**config.mk**
```make
export PLATFORM = sky130hd
export DESIGN_NAME = outcode_line_clipper
export DESIGN_NICKNAME = d
export VERILOG_FILES = /design/src/hdl/olc_pkg.sv /design/src/hdl/outcode_line_clipper.sv /design/src/hdl/olc_regs.sv /design/src/hdl/olc_muldiv.sv
export SDC_FILE = /design/constraint.sdc
export NUM_CORES = 2
export LEC_CHECK = 0
export BUFFER_PORTS_ARGS = -buffer_cell sky130_fd_sc_hd__clkbuf_2
export CORE_UTILIZATION = 55
export CTS_CLUSTER_DIAMETER = 40
export DETAILED_ROUTE_END_ITERATION = 7
export PLACE_DENSITY_LB_ADDON = 0.3
export SLEW_MARGIN = 15
export SYNTH_ARGS = -nofsm -noshare
export SYNTH_HDL_FRONTEND = slang
export SYNTH_HIERARCHICAL = 1
export SYNTH_SLANG_ARGS = --single-unit
export TNS_END_PERCENT = 100
```
**constraint.sdc**
```tcl
create_clock -name clock -period 8.43 [get_ports clock]
set_input_delay 1.686 -clock clock [delete_from_list [all_inputs] [get_ports clock]]
set_output_delay 1.686 -clock clock [all_outputs]
set_load 0.05 [all_outputs]
```
**src/hdl/olc_pkg.sv**
```systemverilog
// Shared types and constants for the outcode line clipper.
// Used by olc_regs, olc_muldiv and outcode_line_clipper; depends on nothing.
`default_nettype none

package olc_pkg;

   localparam int COORD_WIDTH_DEF = 16;

   localparam logic [3:0] CODE_LEFT   = 4'd1;
   localparam logic [3:0] CODE_RIGHT  = 4'd2;
   localparam logic [3:0] CODE_BOTTOM = 4'd4;
   localparam logic [3:0] CODE_TOP    = 4'd8;

   // The endpoints of a segment are moved onto an edge at most this many times in total.
   localparam int MAX_MOVES = 4;
   localparam int MOVE_W    = $clog2(MAX_MOVES + 1);

   typedef enum logic [1:0] {
      CSR_LEFT,
      CSR_RIGHT,
      CSR_BOTTOM,
      CSR_TOP
   } csr_index_type;

   typedef enum logic [2:0] {
      ST_IDLE,
      ST_CODE,
      ST_DECIDE,
      ST_WAIT,
      ST_APPLY,
      ST_EMIT
   } clip_state_type;

   typedef enum logic [1:0] {
      MD_IDLE,
      MD_MUL,
      MD_DIV
   } md_state_type;

endpackage

`default_nettype wire

```
**src/hdl/outcode_line_clipper.sv**
```systemverilog
// Cohen-Sutherland polyline clipper. A segment has its endpoints coded, is decided on
// and, for each endpoint move (at most 4), waits on the shared multiply-divide unit
// before the moved endpoint is coded again; a segment found inside is then emitted.
// One item is in work at a time; req_stall is high until the item is finished.
// Synchronous reset clears the rectangle to its defaults, the previous vertex to zero
// with no vertex held, and empties the result register.
`default_nettype none

module outcode_line_clipper #(
   parameter int COORD_WIDTH = olc_pkg::COORD_WIDTH_DEF
) (
   input  logic                          clock,
   input  logic                          reset,
   input  logic                          req_valid,
   output logic                          req_stall,
   input  logic signed [COORD_WIDTH-1:0] req_point_x,
   input  logic signed [COORD_WIDTH-1:0] req_point_y,
   input  logic                          req_line_start,
   output logic                          rsp_valid,
   input  logic                          rsp_stall,
   output logic signed [COORD_WIDTH-1:0] rsp_seg_x0,
   output logic signed [COORD_WIDTH-1:0] rsp_seg_y0,
   output logic signed [COORD_WIDTH-1:0] rsp_seg_x1,
   output logic signed [COORD_WIDTH-1:0] rsp_seg_y1,
   input  logic                          csr_valid,
   output logic                          csr_ready,
   input  olc_pkg::csr_index_type        csr_index,
   input  logic signed [COORD_WIDTH-1:0] csr_wdata
);
   import olc_pkg::*;

   localparam int W = COORD_WIDTH;

   logic signed [W-1:0] clip_left, clip_right, clip_bottom, clip_top;

   clip_state_type      state_ff, state_in;
   logic signed [W-1:0] prev_x_ff, prev_x_in, prev_y_ff, prev_y_in;
   logic                have_prev_ff, have_prev_in;
   logic signed [W-1:0] x1_ff, x1_in, y1_ff, y1_in, x2_ff, x2_in, y2_ff, y2_in;
   logic [3:0]          c1_ff, c1_in, c2_ff, c2_in;
   logic [MOVE_W-1:0]   moves_ff, moves_in;
   logic signed [W-1:0] b1_ff, b1_in, edge_ff, edge_in;
   logic                neg_ff, neg_in, vert_ff, vert_in, upd1_ff, upd1_in;
   logic                den_zero_ff, den_zero_in;
   logic                rsp_valid_ff, rsp_valid_in;
   logic signed [W-1:0] out_x0_ff, out_y0_ff, out_x1_ff, out_y1_ff;

   logic                accept, out_free, out_load;
   logic [3:0]          c_sel;
   logic                vert;
   logic signed [W-1:0] clip_edge, a1, a2, b1, b2;
   logic signed [W:0]   den, db, dt;
   logic                md_start, md_done, md_rem_nz;
   logic [W:0]          md_a, md_b, md_d, md_quo;
   logic signed [W+1:0] base, base_adj;
   logic signed [W-1:0] moved;

   olc_regs #(.COORD_WIDTH(W)) u_regs (
      .clock       (clock),
      .reset       (reset),
      .csr_valid   (csr_valid),
      .csr_ready   (csr_ready),
      .csr_index   (csr_index),
      .csr_wdata   (csr_wdata),
      .clip_left   (clip_left),
      .clip_right  (clip_right),
      .clip_bottom (clip_bottom),
      .clip_top    (clip_top)
   );

   olc_muldiv #(.OP_WIDTH(W + 1)) u_muldiv (
      .clock       (clock),
      .reset       (reset),
      .start       (md_start),
      .mul_a       (md_a),
      .mul_b       (md_b),
      .div_d       (md_d),
      .done        (md_done),
      .quotient    (md_quo),
      .rem_nonzero (md_rem_nz)
   );

   function automatic logic [3:0] outcode(input logic signed [W-1:0] x,
                                          input logic signed [W-1:0] y,
                                          input logic signed [W-1:0] lft,
                                          input logic signed [W-1:0] rgt,
                                          input logic signed [W-1:0] bot,
                                          input logic signed [W-1:0] tp);
      logic [3:0] c;
      c = '0;
      if (x < lft) begin
         c = c | CODE_LEFT;
      end else if (x > rgt) begin
         c = c | CODE_RIGHT;
      end
      if (y < bot) begin
         c = c | CODE_BOTTOM;
      end else if (y > tp) begin
         c = c | CODE_TOP;
      end
      return c;
   endfunction

   function automatic logic [W:0] magnitude(input logic signed [W:0] v);
      return v[W] ? (W+1)'(0) - v : v;
   endfunction

   assign req_stall = (state_ff != ST_IDLE);
   assign accept    = req_valid && (state_ff == ST_IDLE);
   assign out_free  = !rsp_valid_ff || !rsp_stall;

   // Operand selection for the next move: the top and bottom edges come first.
   assign c_sel = (c1_ff != 4'd0) ? c1_ff : c2_ff;
   assign vert  = ((c_sel & CODE_TOP) != 4'd0) || ((c_sel & CODE_BOTTOM) != 4'd0);

   always_comb begin
      priority if ((c_sel & CODE_TOP) != 4'd0) begin
         clip_edge = clip_top;
      end else if ((c_sel & CODE_BOTTOM) != 4'd0) begin
         clip_edge = clip_bottom;
      end else if ((c_sel & CODE_RIGHT) != 4'd0) begin
         clip_edge = clip_right;
      end else begin
         clip_edge = clip_left;
      end
   end

   assign a1  = vert ? y1_ff : x1_ff;
   assign a2  = vert ? y2_ff : x2_ff;
   assign b1  = vert ? x1_ff : y1_ff;
   assign b2  = vert ? x2_ff : y2_ff;
   assign den = {a2[W-1], a2} - {a1[W-1], a1};
   assign db  = {b2[W-1], b2} - {b1[W-1], b1};
   assign dt  = {clip_edge[W-1], clip_edge} - {a1[W-1], a1};

   assign md_a = magnitude(db);
   assign md_b = magnitude(dt);
   assign md_d = magnitude(den);

   // New coordinate: b1 plus or minus the quotient, then truncated toward zero.
   assign base = neg_ff ? {{2{b1_ff[W-1]}}, b1_ff} - {1'b0, md_quo}
                        : {{2{b1_ff[W-1]}}, b1_ff} + {1'b0, md_quo};

   always_comb begin
      base_adj = base;
      if (md_rem_nz) begin
         if (!neg_ff && base[W+1]) begin
            base_adj = base + 1'b1;
         end else if (neg_ff && !base[W+1] && (base != '0)) begin
            base_adj = base - 1'b1;
         end
      end
   end

   assign moved = den_zero_ff ? b1_ff : base_adj[W-1:0];

   always_comb begin
      state_in     = state_ff;
      prev_x_in    = prev_x_ff;
      prev_y_in    = prev_y_ff;
      have_prev_in = have_prev_ff;
      x1_in        = x1_ff;
      y1_in        = y1_ff;
      x2_in        = x2_ff;
      y2_in        = y2_ff;
      c1_in        = c1_ff;
      c2_in        = c2_ff;
      moves_in     = moves_ff;
      b1_in        = b1_ff;
      edge_in      = edge_ff;
      neg_in       = neg_ff;
      vert_in      = vert_ff;
      upd1_in      = upd1_ff;
      den_zero_in  = den_zero_ff;
      md_start     = 1'b0;
      out_load     = 1'b0;
      unique case (state_ff)
         ST_IDLE: begin
            if (accept) begin
               x1_in        = prev_x_ff;
               y1_in        = prev_y_ff;
               x2_in        = req_point_x;
               y2_in        = req_point_y;
               prev_x_in    = req_point_x;
               prev_y_in    = req_point_y;
               have_prev_in = 1'b1;
               moves_in     = '0;
               if (have_prev_ff && !req_line_start) begin
                  state_in = ST_CODE;
               end
            end
         end
         ST_CODE: begin
            c1_in    = outcode(x1_ff, y1_ff, clip_left, clip_right, clip_bottom, clip_top);
            c2_in    = outcode(x2_ff, y2_ff, clip_left, clip_right, clip_bottom, clip_top);
            state_in = ST_DECIDE;
         end
         ST_DECIDE: begin
            priority if ((c1_ff & c2_ff) != 4'd0) begin
               state_in = ST_IDLE;
            end else if ((c1_ff == 4'd0) && (c2_ff == 4'd0)) begin
               state_in = ST_EMIT;
            end else if (moves_ff == MOVE_W'(MAX_MOVES)) begin
               state_in = ST_IDLE;
            end else begin
               md_start    = 1'b1;
               b1_in       = b1;
               edge_in     = clip_edge;
               neg_in      = (db[W] ^ dt[W]) ^ den[W];
               vert_in     = vert;
               upd1_in     = (c1_ff != 4'd0);
               den_zero_in = (den == '0);
               state_in    = ST_WAIT;
            end
         end
         ST_WAIT: begin
            if (md_done) begin
               state_in = ST_APPLY;
            end
         end
         ST_APPLY: begin
            if (upd1_ff) begin
               x1_in = vert_ff ? moved : edge_ff;
               y1_in = vert_ff ? edge_ff : moved;
            end else begin
               x2_in = vert_ff ? moved : edge_ff;
               y2_in = vert_ff ? edge_ff : moved;
            end
            moves_in = moves_ff + 1'b1;
            state_in = ST_CODE;
         end
         ST_EMIT: begin
            if (out_free) begin
               out_load = 1'b1;
               state_in = ST_IDLE;
            end
         end
         default: state_in = ST_IDLE;
      endcase
   end

   assign rsp_valid_in = out_load || (rsp_valid_ff && rsp_stall);

   always_ff @(posedge clock) begin
      if (reset) begin
         state_ff     <= ST_IDLE;
         prev_x_ff    <= '0;
         prev_y_ff    <= '0;
         have_prev_ff <= 1'b0;
         moves_ff     <= '0;
         rsp_valid_ff <= 1'b0;
      end else begin
         state_ff     <= state_in;
         prev_x_ff    <= prev_x_in;
         prev_y_ff    <= prev_y_in;
         have_prev_ff <= have_prev_in;
         moves_ff     <= moves_in;
         rsp_valid_ff <= rsp_valid_in;
      end
   end

   always_ff @(posedge clock) begin
      x1_ff       <= x1_in;
      y1_ff       <= y1_in;
      x2_ff       <= x2_in;
      y2_ff       <= y2_in;
      c1_ff       <= c1_in;
      c2_ff       <= c2_in;
      b1_ff       <= b1_in;
      edge_ff     <= edge_in;
      neg_ff      <= neg_in;
      vert_ff     <= vert_in;
      upd1_ff     <= upd1_in;
      den_zero_ff <= den_zero_in;
      if (out_load) begin
         out_x0_ff <= x1_ff;
         out_y0_ff <= y1_ff;
         out_x1_ff <= x2_ff;
         out_y1_ff <= y2_ff;
      end
   end

   assign rsp_valid  = rsp_valid_ff;
   assign rsp_seg_x0 = out_x0_ff;
   assign rsp_seg_y0 = out_y0_ff;
   assign rsp_seg_x1 = out_x1_ff;
   assign rsp_seg_y1 = out_y1_ff;

   // The move counter never runs past its limit.
   a_moves_bound: assert property (@(posedge clock) disable iff (reset)
      moves_ff <= MOVE_W'(MAX_MOVES))
      else $error("move counter exceeded its limit");

   // The divider only reports completion while the sequencer waits for it.
   a_done_in_wait: assert property (@(posedge clock) disable iff (reset)
      md_done |-> (state_ff == ST_WAIT))
      else $error("divider finished outside the wait state");

   // An item that opens a polyline forms no segment and leaves the block idle.
   a_start_idle: assert property (@(posedge clock) disable iff (reset)
      (accept && req_line_start) |=> (state_ff == ST_IDLE))
      else $error("line start item began a clip");

   // A segment is only emitted with both endpoints inside the rectangle.
   a_emit_inside: assert property (@(posedge clock) disable iff (reset)
      out_load |-> (x1_ff >= clip_left) && (x1_ff <= clip_right) &&
                   (x2_ff >= clip_left) && (x2_ff <= clip_right) &&
                   (y1_ff >= clip_bottom) && (y1_ff <= clip_top) &&
                   (y2_ff >= clip_bottom) && (y2_ff <= clip_top))
      else $error("emitted segment lies outside the clip rectangle");

endmodule

`default_nettype wire

```
**src/hdl/olc_regs.sv**
```systemverilog
// Clip rectangle registers written through the configuration port.
// Depends on olc_pkg for the register index codes.
`default_nettype none

module olc_regs #(
   parameter int COORD_WIDTH = olc_pkg::COORD_WIDTH_DEF
) (
   input  logic                          clock,
   input  logic                          reset,
   input  logic                          csr_valid,
   output logic                          csr_ready,
   input  olc_pkg::csr_index_type        csr_index,
   input  logic signed [COORD_WIDTH-1:0] csr_wdata,
   output logic signed [COORD_WIDTH-1:0] clip_left,
   output logic signed [COORD_WIDTH-1:0] clip_right,
   output logic signed [COORD_WIDTH-1:0] clip_bottom,
   output logic signed [COORD_WIDTH-1:0] clip_top
);
   import olc_pkg::*;

   // The default far edges sit at 1023. A narrower coordinate cannot exceed its own
   // maximum, so that maximum behaves the same as 1023 would.
   localparam logic signed [COORD_WIDTH-1:0] RESET_HI =
      (COORD_WIDTH >= 11) ? COORD_WIDTH'(1023) : {1'b0, {(COORD_WIDTH-1){1'b1}}};

   logic signed [COORD_WIDTH-1:0] left_ff, left_in;
   logic signed [COORD_WIDTH-1:0] right_ff, right_in;
   logic signed [COORD_WIDTH-1:0] bottom_ff, bottom_in;
   logic signed [COORD_WIDTH-1:0] top_ff, top_in;

   assign csr_ready = 1'b1;

   always_comb begin
      left_in   = left_ff;
      right_in  = right_ff;
      bottom_in = bottom_ff;
      top_in    = top_ff;
      if (csr_valid) begin
         unique case (csr_index)
            CSR_LEFT:   left_in   = csr_wdata;
            CSR_RIGHT:  right_in  = csr_wdata;
            CSR_BOTTOM: bottom_in = csr_wdata;
            CSR_TOP:    top_in    = csr_wdata;
         endcase
      end
   end

   always_ff @(posedge clock) begin
      if (reset) begin
         left_ff   <= '0;
         right_ff  <= RESET_HI;
         bottom_ff <= '0;
         top_ff    <= RESET_HI;
      end else begin
         left_ff   <= left_in;
         right_ff  <= right_in;
         bottom_ff <= bottom_in;
         top_ff    <= top_in;
      end
   end

   assign clip_left   = left_ff;
   assign clip_right  = right_ff;
   assign clip_bottom = bottom_ff;
   assign clip_top    = top_ff;

endmodule

`default_nettype wire

```
**src/hdl/olc_muldiv.sv**
```systemverilog
// Shared iterative unit computing floor(a*b/d) and whether a remainder is left.
// A multiply step, then a restoring divide of one quotient bit per cycle.
// Depends on olc_pkg for its state type.
`default_nettype none

module olc_muldiv #(
   parameter int OP_WIDTH = olc_pkg::COORD_WIDTH_DEF + 1
) (
   input  logic                clock,
   input  logic                reset,
   input  logic                start,
   input  logic [OP_WIDTH-1:0] mul_a,
   input  logic [OP_WIDTH-1:0] mul_b,
   input  logic [OP_WIDTH-1:0] div_d,
   output logic                done,
   output logic [OP_WIDTH-1:0] quotient,
   output logic                rem_nonzero
);
   import olc_pkg::*;

   localparam int CNT_W = $clog2(OP_WIDTH);

   md_state_type                state_ff, state_in;
   logic [OP_WIDTH-1:0]         a_ff, a_in;
   logic [OP_WIDTH-1:0]         b_ff, b_in;
   logic [OP_WIDTH-1:0]         d_ff, d_in;
   logic [OP_WIDTH-1:0]         rem_ff, rem_in;
   logic [OP_WIDTH-1:0]         quo_ff, quo_in;
   logic [CNT_W-1:0]            cnt_ff, cnt_in;
   logic                        done_ff, done_in;
   logic [2*OP_WIDTH-1:0]       product;
   logic [OP_WIDTH:0]           trial;
   logic [OP_WIDTH+1:0]         diff;

   assign product = a_ff * b_ff;
   // The quotient is known to fit OP_WIDTH bits, so the upper product half is
   // already below the divisor and only the lower half needs shifting in.
   assign trial   = {rem_ff, quo_ff[OP_WIDTH-1]};
   assign diff    = {1'b0, trial} - {2'b00, d_ff};

   always_comb begin
      state_in = state_ff;
      a_in     = a_ff;
      b_in     = b_ff;
      d_in     = d_ff;
      rem_in   = rem_ff;
      quo_in   = quo_ff;
      cnt_in   = cnt_ff;
      done_in  = 1'b0;
      unique case (state_ff)
         MD_IDLE: begin
            if (start) begin
               a_in     = mul_a;
               b_in     = mul_b;
               d_in     = div_d;
               state_in = MD_MUL;
            end
         end
         MD_MUL: begin
            rem_in   = product[2*OP_WIDTH-1:OP_WIDTH];
            quo_in   = product[OP_WIDTH-1:0];
            cnt_in   = '0;
            state_in = MD_DIV;
         end
         MD_DIV: begin
            if (!diff[OP_WIDTH+1]) begin
               rem_in = diff[OP_WIDTH-1:0];
            end else begin
               rem_in = trial[OP_WIDTH-1:0];
            end
            quo_in = {quo_ff[OP_WIDTH-2:0], ~diff[OP_WIDTH+1]};
            cnt_in = cnt_ff + 1'b1;
            if (cnt_ff == CNT_W'(OP_WIDTH - 1)) begin
               done_in  = 1'b1;
               state_in = MD_IDLE;
            end
         end
         default: state_in = MD_IDLE;
      endcase
   end

   always_ff @(posedge clock) begin
      if (reset) begin
         state_ff <= MD_IDLE;
         done_ff  <= 1'b0;
      end else begin
         state_ff <= state_in;
         done_ff  <= done_in;
      end
   end

   always_ff @(posedge clock) begin
      a_ff   <= a_in;
      b_ff   <= b_in;
      d_ff   <= d_in;
      rem_ff <= rem_in;
      quo_ff <= quo_in;
      cnt_ff <= cnt_in;
   end

   assign done        = done_ff;
   assign quotient    = quo_ff;
   assign rem_nonzero = (rem_ff != '0);

endmodule

`default_nettype wire
```
==> results.md <==
* Worst-path clk slew at 0.06 ns
* Setup_tns at 0 ns
* Crit path time final at 7.13 ns
* Max stage delay on crit path at 0.78 ns
* Synth async-reset ratio at 0
* Worst Tran Pin Value at 1.35 ns
* Fmax achieved at ~140 MHz
* Drt initial violations at 2560
* Width of the chip at 252 microns
* Number of H-tree levels at 2
* # DRC at 0
* Post-synth EDFFs at 262
* Rel. slew slack at 0.0876
* Fin crit share at 0.846
* Sequential area share after synthesis at 0.292
* Global-route wire length before repair at 150000 microns
* Crit-path cells: and2_1, fa_1, inv_1, fa_1, fa_1, inv_1, ha_1, fa_1, inv_1, fa_1, inv_1, ha_1, a2111oi_0, a211oi_1, o21ai_0, o31ai_1, a31oi_1, xor2_1, o21ai_1
* R2r worst-path depth at 19
* Xor/xnor cell area share of the yosys netlist at 0.0390
* Vias at 27400
* Non-Filler Instances at ~4600
* CTS sink cnt at 369
* Cell Area, Synth at 34300 sq um
* Core Rows at 91
* WP data required at 8.77 ns
* Count of state elements after synthesis at 369
* Routed wire length at approximately 97000 microns
* CTS resizes at 0
* # Post-CTS Setup Buffers at 0
* CTS tree: yes
* Number of instances in the placed design at around 4500
* Hold buffer count at cts at 0
* Final hold violation count at 0
* RD Place Congestion at a little over 0.9
* Max-cap violation count at 0
* Nets at 4331
* Initial cell density of the core at 0.556
* GR Util All Layers at 0.306
* Critical path class: flop to flop
* Post-synth top flop: edfxtp_1
* CTS Root Cell: clkbuf_16
* Outcome: finished, final reports clean
* Syn_nets at approximately 4300
* Share of layout cells above drive strength 1 at 0.0979
* Post-synthesis adder-cell area fraction at 0.254
* Grt total ovfl at 0
* Post-DR wirelength/cell at approximately 21 microns
* Critical path arrival at 7.48 ns
* Max Buffers Root-to-Sink at 3
* Crit path capture type: flop
* Worst min path class: flop to flop
* Syn_area_per_cell at 9.37 sq um
* Worst-Skew Late Latency at 0.65 ns
* Reg-to-reg setup timing slack at 1.30 ns
* Num CTS Buffers at 60
* Placeable core area at 61600 sq um
* Mux share of post-synthesis cell area at 0.0468
* Via/cell ratio at 5.95
* Die height at 252 microns
* ANT nets after route at 0
* Largest net degree at the start of global routing at 96
* Worst hold path depth at 2
* Count of final setup violators at 0
* Distinct cells, synth at slightly above 100
* Most Frequent Cell on Critical Path: fa_1
* Vias in the first global route at 26400
* Combinational family with the most area after synthesis: adder cells
* Port buffer count at 121
* Crit-path slowest cell: o21ai_0
* Yosys warns at 6
* Post-synthesis cell count at roughly 3700
* RSZ-0062 raised after global routing: no
* Crit path max fanout at 17
* Area delta synth->final at 9.90%
* HPWL Detailed at 74200 microns
* Max Slew Vio Count at 0
* I/O pin cnt at roughly 120
* Post-Synth Simple-Gate Area at 0.159
* Worst Skew at 0.0615 ns
* Worst Setup Start Kind: flop
* 1st-pass router iterations at 6
* Die ar. at 63300 sq um
* Initial antenna violation count at 5
* Compound-cell area share of the yosys netlist at 0.143
[cell usage in the layout (no fill, tap or decap), types with 18 or more instances in the layout]
cell and count:
o21a_1 41, mux2i_1 99, mux2_2 49, a31oi_1 18
and3_1 34, a21o_1 68, nor4_1 21, clkbuf_2 120
o21ai_0 166, nand4_1 33, nand2b_1 93, nor2_1 186
fa_1 229, nand3_1 38, edfxtp_1 262, clkbuf_16 63
and2_1 139, a21oi_1 208, xnor2_1 95, buf_4 23
nor2b_1 28, nor3_1 38, o31ai_1 24, dfxtp_1 107
ha_1 328, a2111oi_0 20, xor2_1 53, inv_1 428
nand2_1 420, o211ai_1 23
[worst max-delay path, delay by kind of cell (launching register included)]
kind,cells,cell delay [ns]
AOI/OAI and AO/OA,6,2.27
xor gates and xnor gates,1,0.16
adders and majority gates,7,3.32
buffers and inverters,4,0.20
DFF,1,0.62
and+or+nand+nor,1,0.30
[synth_stat cells, drive strengths merged, types with 17 or more instances]
library cell	n	share of area
a31oi	18	0.0033
nand3	39	0.0058
fa	229	0.13
xor2	54	0.014
mux2i	99	0.029
nand2b	93	0.017
a211oi	22	0.0061
a21o	68	0.015
o31ai	26	0.0057
nor3	42	0.0066
and2	141	0.026
xnor2	95	0.024
inv	429	0.047
dfxtp	107	0.063
o21a	41	0.0090
nand4	34	0.0064
a2111oi	24	0.0076
a21oi	211	0.031
mux2	53	0.018
o21ai	186	0.028
clkbuf	118	0.013
nand2	424	0.047
nor4	22	0.0045
edfxtp	262	0.23
nor2	187	0.021
o211ai	25	0.0058
nor2b	28	0.0051
and3	34	0.0062
buf	25	0.0056
a311oi	17	0.0045
ha	329	0.12
[path summary, 6_finish.rpt]
kind / start / to
setup / recovery: u_muldiv/b_ff[7]$_DFFE_PP_ / u_muldiv/rem_ff[11]$_DFFE_PP_
hold / removal: prev_x_ff[8]$_SDFFE_PP0P_ / prev_x_ff[8]$_SDFFE_PP0P_
setup reg to reg: u_muldiv/b_ff[7]$_DFFE_PP_ / u_muldiv/rem_ff[11]$_DFFE_PP_
hold reg to reg: prev_x_ff[8]$_SDFFE_PP0P_ / prev_x_ff[8]$_SDFFE_PP0P_
[flip-flops by register name, indices dropped and copies added, names as in the netlist, 17 cells and up]
register and flops:
u_muldiv/rem_ff 17, u_muldiv/b_ff 17, u_muldiv/a_ff 17, u_muldiv/quotient 17
u_muldiv/d_ff 17
[layer usage]
layer | vias up | part of all wire | global-route usage
li1 | 12800 | - | -
met1 | 13300 | 0.41 | 0.408
met2 | 1098 | 0.46 | 0.491
met3 | 253 | 0.083 | 0.0558
met4 | 8 | 0.044 | 0.124
met5 | - | 0.00047 | 0
[kinds of logic (layout without fill, tap and decap cells)]
group | count (synthesis) | in the layout
XOR/XNOR | 150 | 150
other | 1 | 3
AND/OR/NAND/NOR | 1109 | 1109
multiplexers | 152 | 152
AO/OA/AOI/OAI | 744 | 744
buffers and inverters | 572 | 686
adder cells (fa/ha/maj) | 558 | 558
flip-flops | 369 | 369
[cell type report]
class                           count  area, sq um
Multi-Input combinational cell   2714        22100
Clock buffer                       65         1580
Fill cell                        5227        24000
Antenna cell                        2         5.00
Tap cell                          837         1050
Inverter                          429         1610
Timing Repair Buffer              143          773
Sequential cell                   369        10000
Clock inverter                     49          552
[stage by stage]
| stage | hold slack [ns] | util | worst slack (ns) | cell area (sq um) |
|---|---|---|---|---|
| after floorplan | 0.437 | - | 2.28 | 34300 |
| after global placement | 0.443 | 0.576 | 1.48 | 35500 |
| after detailed placement | 0.447 | 0.576 | 1.41 | 35500 |
| after CTS | 0.455 | 0.611 | 1.37 | 37600 |
| after global routing | 0.471 | 0.611 | 0.886 | 37600 |
| final | 0.456 | 0.611 | 1.30 | 37600 |
Power is not shown: default switching activity piles up to over one toggle a cycle in this logic, so the estimate is an artifact.
